--- src/rtl/rvn_pkg.sv ---
package rvn_pkg;

    localparam int VALUE_W     = 24;
    localparam int WEIGHT_W    = 16;
    localparam int SCALE_W     = 32;
    localparam int EPS_W       = 32;
    localparam int SUM_W       = 64;
    localparam int CNT_MAX_W   = 17;
    localparam int TDATA_IN_W  = 40;
    localparam int TDATA_OUT_W = 24;
    localparam int QUEUE_DEPTH = 4;

    localparam int DEFAULT_MAX_LEN = 4096;

    localparam logic [EPS_W-1:0]   EPS_RESET = 32'd4295;
    localparam logic [SCALE_W-1:0] SCALE_ONE = 32'h0010_0000;

    typedef enum logic {
        OP_ACCUM = 1'b0,
        OP_NORM  = 1'b1
    } op_t;

    typedef struct packed {
        op_t                        op;
        logic signed [VALUE_W-1:0]  value;
        logic signed [WEIGHT_W-1:0] weight;
        logic                       last;
    } item_t;

    typedef struct packed {
        logic                 start;
        logic [SUM_W-1:0]     sum;
        logic [CNT_MAX_W-1:0] count;
        logic [EPS_W-1:0]     eps;
    } scale_req_t;

    typedef struct packed {
        logic               done;
        logic [SCALE_W-1:0] scale;
    } scale_rsp_t;

    typedef enum logic [2:0] {
        ST_IDLE,
        ST_ACC,
        ST_SCALE,
        ST_MUL2,
        ST_OUT
    } back_state_t;

    typedef enum logic [2:0] {
        SC_IDLE,
        SC_MEAN,
        SC_EPS,
        SC_RECIP,
        SC_ROOT,
        SC_DONE
    } scale_state_t;

endpackage

--- src/rtl/rvn_front.sv ---
module rvn_front
    import rvn_pkg::*;
(
    input  logic                  aclk,
    input  logic                  aresetn,
    input  logic                  s_tvalid,
    output logic                  s_tready,
    input  logic [TDATA_IN_W-1:0] s_tdata,
    input  logic                  s_tuser,
    input  logic                  s_tlast,
    output logic                  q_valid,
    input  logic                  q_ready,
    output item_t                 q_item
);

    localparam int PTR_W = $clog2(QUEUE_DEPTH);
    localparam int CNT_W = $clog2(QUEUE_DEPTH + 1);

    item_t            items_reg [QUEUE_DEPTH];
    logic [PTR_W-1:0] wr_ptr_reg, wr_ptr_next;
    logic [PTR_W-1:0] rd_ptr_reg, rd_ptr_next;
    logic [CNT_W-1:0] count_reg, count_next;
    logic             push, pop;
    item_t            in_item;

    // classify the incoming word
    always_comb begin
        in_item.op     = s_tuser ? OP_NORM : OP_ACCUM;
        in_item.value  = s_tdata[VALUE_W-1:0];
        in_item.weight = s_tdata[VALUE_W+WEIGHT_W-1:VALUE_W];
        in_item.last   = s_tlast;
    end

    assign s_tready = (count_reg != CNT_W'(QUEUE_DEPTH));
    assign q_valid  = (count_reg != '0);
    assign q_item   = items_reg[rd_ptr_reg];
    assign push     = s_tvalid && s_tready;
    assign pop      = q_valid && q_ready;

    always_comb begin
        wr_ptr_next = push ? wr_ptr_reg + 1'b1 : wr_ptr_reg;
        rd_ptr_next = pop  ? rd_ptr_reg + 1'b1 : rd_ptr_reg;
        count_next  = count_reg;
        if (push && !pop) begin
            count_next = count_reg + 1'b1;
        end else if (pop && !push) begin
            count_next = count_reg - 1'b1;
        end
    end

    always_ff @(posedge aclk) begin
        if (!aresetn) begin
            wr_ptr_reg <= '0;
            rd_ptr_reg <= '0;
            count_reg  <= '0;
        end else begin
            wr_ptr_reg <= wr_ptr_next;
            rd_ptr_reg <= rd_ptr_next;
            count_reg  <= count_next;
        end
    end

    always_ff @(posedge aclk) begin
        if (push) begin
            items_reg[wr_ptr_reg] <= in_item;
        end
    end

endmodule

--- config.mk ---
export PLATFORM = sky130hd
export DESIGN_NAME = rvn_front
export DESIGN_NICKNAME = d
export VERILOG_FILES = /design/src/rtl/rvn_pkg.sv /design/src/rtl/rvn_front.sv
export SDC_FILE = /design/constraint.sdc
export NUM_CORES = 1
export LEC_CHECK = 0
export ABC_AREA = 0
export BUFFER_PORTS_ARGS = -buffer_cell sky130_fd_sc_hd__buf_2
export CAP_MARGIN = 10
export CORE_MARGIN = 1
export CORE_UTILIZATION = 45
export DETAILED_ROUTE_END_ITERATION = 8
export PLACE_DENSITY = 0.61
export SLEW_MARGIN = 25
export SYNTH_ARGS = -nofsm -noshare
export SYNTH_HDL_FRONTEND = slang
export SYNTH_SLANG_ARGS = --single-unit
--- constraint.sdc ---
create_clock -name aclk -period 3.3 [get_ports aclk]
set_input_delay 0.99 -clock aclk [delete_from_list [all_inputs] [get_ports aclk]]
set_output_delay 0.99 -clock aclk [all_outputs]
set_load 0.02 [all_outputs]
* Word level (Yosys, flattened, before mapping) *
Memory sizes are Yosys's and may differ from the RTL's. A register that Yosys moved wholly into a read port is not among the register bits.
Index checks and enable logic that the tools add are counted.

cells by class
  equality and inequality tests = 1
  mux-type cells = 7
  reductions and logical operators = 8
  add/sub/neg operators = 4

operator list
  cell                 count
  $mux 3               2
  $add 2x1->2 const B  2
  $logic_and 1x1->1    4
  $mux 2               2
  $add 3x1->3 const B  1
  $mux 1               3
  $ne 3x3->1 const B   1
  $reduce_bool 3->1    1
  $sub 3x1->3 const B  1
  $logic_not 1->1      2
  $reduce_bool 2->1    1

word-level totals
  logic and storage cells = 24
  bits in registers = 7
  output and inout bits = 44
  input bits = 46
  memories kept = 1
  bits in writable memories = 168

memories
  name       words  width  read ports  clocked after Yosys merged registers in  wr ports  line             text
  items_reg  4      42     1           1                                        1         rvn_front.sv:19  item_t items_reg [QUEUE_DEPTH];

* Depth between registers and ports, before layout *
  depth after elaboration = 6
  gate-level depth with buffers = 8
  gate-level depth less buffers = 8

* Least setup slack after synthesis *
OpenSTA, ideal clock, no wires.

  path type = in2reg
  start = in s_tvalid
  end = mem items_reg[0][0] (netlist bit) (enable)
  setup time = 0.403 ns
  stages = 2
  data arrival time = 2.324 ns
  setup slack = 0.573 ns
  required time = 2.897 ns
  path buffers = 0
  path through = a21boi_2 -> and2_1

between the ends
  longest elaborated chain between the ends = 3

RTL lines
  item                          line             text
  from (decl)                   rvn_front.sv:6   input logic s_tvalid,
  $logic_and 1x1->1             rvn_front.sv:37  assign push = s_tvalid && s_tready;
  $mux 1                        rvn_front.sv:64  if (push) begin
  $mux 1 (not written as such)  rvn_front.sv:65  items_reg[wr_ptr_reg] <= in_item;
  to (decl)                     rvn_front.sv:19

Every way passes these cells.

==> results by stage <==
Outcome:
- The run finished with clean final reports.

Timing:
- The total negative setup slack is 0 ps.
- The achievable clock frequency is 333 MHz.
- The number of pins exceeding their max-slew limit in the final report came to 0.
- The clock skew is 5.94 ps.
- The slew at the pin closest to its max-slew limit is 395 ps.
- The count of final hold-check violations is 0.
- The final critical-path share of the clock period is 91.1%.
- The remaining max-slew budget at the tightest pin is 73.7%.
- Setup violations remaining at the end of the flow were counted as 0.
- The clock period minus worst slack is 3010 ps.
- Setup repair after global routing left no endpoint under its margin.

Clocking:
- The root buffer cell chosen for the clock tree is clkbuf_16.
- TritonCTS built the clock tree.
- The post-CTS setup buffer count is 0.
- The cts-stage hold buffer count is 0.
- The clock-pin transition on the worst setup and hold timing paths is 60 ps.
- The number of clock buffers added by TritonCTS is 17.
- The worst-skew pair later-pin latency is 420 ps.
- The H-tree depth reported by CTS is 4.
- For this design, the sink count on the clock tree is 177.
- The number of buffers on the longest clock path is 2.
- The number of gates given a new drive strength after cts is 0.

Worst setup path:
- The critical path capture point type is an output pin.
- Across all register-to-register paths, the minimum setup slack is 900 ps.
- The slowest stage cell on the critical path is mux4_1.
- The signal on the critical path passes through buf_4, mux4_1, buf_2.
- The number of buffers and inverters on the critical path is 2.
- STA classifies the critical path startpoint as a flip-flop.
- The kind of cell with the highest combined delay along the critical path is multiplexers.
- The peak fanout along the critical path is 15.
- Data on the critical path is required at its endpoint by 2310 ps.
- The critical path is of the reg -> out type.
- The arrival time at the worst endpoint is 2020 ps.
- The worst stage delay on the critical path is 560 ps.

Logic synthesis:
- The netlist area before placement is 6610 um^2.
- In this run, distinct cell masters in the synthesized netlist total 24.
- By area the synthesized netlist is led by edfxtp_1 (76%), mux4_2 (14%), dfxtp_1 (2.7%).
- The number of synthesized register bits is 177.
- For this run, the number of Yosys warnings is 0.
- The mean instance size in the synthesized netlist is 24.7 um^2.
- The number of nets handed over by synthesis was 320.
- Synthesis produced 268 cells.
- The dominant cell type by area after synthesis is edfxtp_1.
- The area fraction of the dominant cell type after synthesis is 76.3%.
- The proportion of synthesized chip area in sequential cells is 79.1%.

Route:
- The detail-routed net length per standard cell is 19.7 um.
- The final route contains 2953 vias.
- The first-pass iteration count of the detailed router is 4.
- The violation count after the first detailed-route iteration is 285.
- Dividing the detail-routed via count by the number of cells gives 5.22.
- The remaining number of nets flagged by the antenna check after routing is 0.
- In the routed design, unresolved DRC markers number 0.
- Summed over all layers, the routed wires come to 11200 um.

GRT:
- The wire length of the first global-routing pass is 17400 um.
- Global routing consumed, over all layers together, 16.4% of the routing resources.
- The global-route congestion overflow total is 0.
- The number of antenna violations at the first check in global routing came to 2.
- Entering global routing, the biggest net connects 43 pins.
- The via count of the first global-routing pass was 3181.

Place:
- The count of port buffers added during placement is 89.
- Summed over all nets, the half-perimeter wirelength after detailed placement is 6450 um.
- Routability-driven placement finished with a final weighted congestion of 0.700.

Floorplanning:
- The die span in y is 123 um.
- The area of the die is 15200 um^2.
- The region available for standard cell placement spans 14100 um^2.
- After floorplanning, the core was divided into 43 placement rows.
- 90 I/O pins were placed.
- Measured along the x axis, the die boundary spans 123 um.
- The starting utilization of the core area is 46.9%.

Pwr:
- Across the VDD grid, the largest voltage drop is 0.361 mV.
- For this design the ratio of total power to cell area is 839 nW/um^2.
- The standby leakage power is 2.71 nW.

Final layout:
- The core occupancy in the finished layout is 56.5%.
- The flip-flop count of the largest register after layout is 168.
- After filler insertion, the fill cell instance count of the layout stands at 1059.
- The area growth from synthesis to layout is 20.6%.
- In the layout the commonest cells are edfxtp_1 (168), buf_2 (89), mux4_2 (40).
- The most common cell after layout, fill and taps aside is edfxtp_1.
- The number of nets in the layout is 424.
- The fraction of layout instances using a drive strength above 1 is 44.7%.

Flow run:
- Max-cap violations in this run came to 0.

Min path:
- The tightest min-delay check is of the reg -> reg type.
[cell usage after synthesis (all sizes together)]
cell,n
o311ai,1
or3,2
inv,3
nor2b,1
clkbuf,2
fa,1
xnor2,3
buf,9
o21ai,1
nand2,5
dfxtp,9
mux2i,3
mux4,42
and2,8
ha,5
nor2,1
edfxtp,168
a21boi,2
o31ai,1
xor2,1
[area by class of cell]
cell class | count | area [um^2] | area share, %
inverters | 3 | 11.3 | 0.141
clock inverters | 15 | 244 | 3.06
flip-flops and latches | 177 | 5230 | 65.6
repair buffers | 96 | 573 | 7.19
diodes | 1 | 2.50 | 0.0314
multi-input cells | 77 | 1260 | 15.8
clock buffers | 17 | 425 | 5.34
well taps | 180 | 225 | 2.83
[per-stage QoR]
stage	area, um^2	total power [mW]	hold slack [ps]	worst slack (ps)	cells
after floorplan	6610	4.08	468	573	268
after global placement	7300	4.49	495	608	533
after detailed placement	7300	4.52	501	468	533
after CTS	7970	6.78	509	224	565
after global routing	7970	6.99	539	145	565
final	7970	6.68	506	294	566
[kinds of logic (layout without fill, tap and decap cells)]
logic type	Yosys count	count (layout)	synth area share [%]
compound gates	5	5	0.928
xor+xnor	4	4	0.530
fa+ha+maj	6	6	1.25
buf+inv	14	131	1.97
flops	177	177	79.1
mux	45	45	14.9
other cells	0	1	0
simple gates	17	17	1.38
[per-layer routing]
layer	global-route usage [%]	vias to the layer above	share of wire, %
met3	5.95	17	6.0
met5	0	-	0.081
met1	19.9	1526	42
met2	26.2	69	50
li1	-	1339	-
met4	7.45	2	1.7
[worst min-delay path, stage by stage, from the launching register on]
cell	delay [ps]
dfxtp_1	340
nand2_1	60
mux2i_1	50
[path summary, 6_finish.rpt]
| check | start | end | depth (start not counted) |
|---|---|---|---|
| worst max register to register | count_reg[1] | count_reg[2] | 8 |
| worst max-delay path | flip-flop | q_item[28] | 3 |
| worst min register to register | wr_ptr_reg[0] | wr_ptr_reg[0] | 2 |
| worst min-delay path | wr_ptr_reg[0] | wr_ptr_reg[0] | 2 |
[power breakdown]
part | internal (mW) | switching (mW) | total [mW]
registers | 2.73 | 0.143 | 2.88
clock network | 1.48 | 0.778 | 2.26
logic | 0.710 | 0.843 | 1.55
total | 4.92 | 1.76 | 6.68
Note: power is estimated with default switching activity, not from simulation.
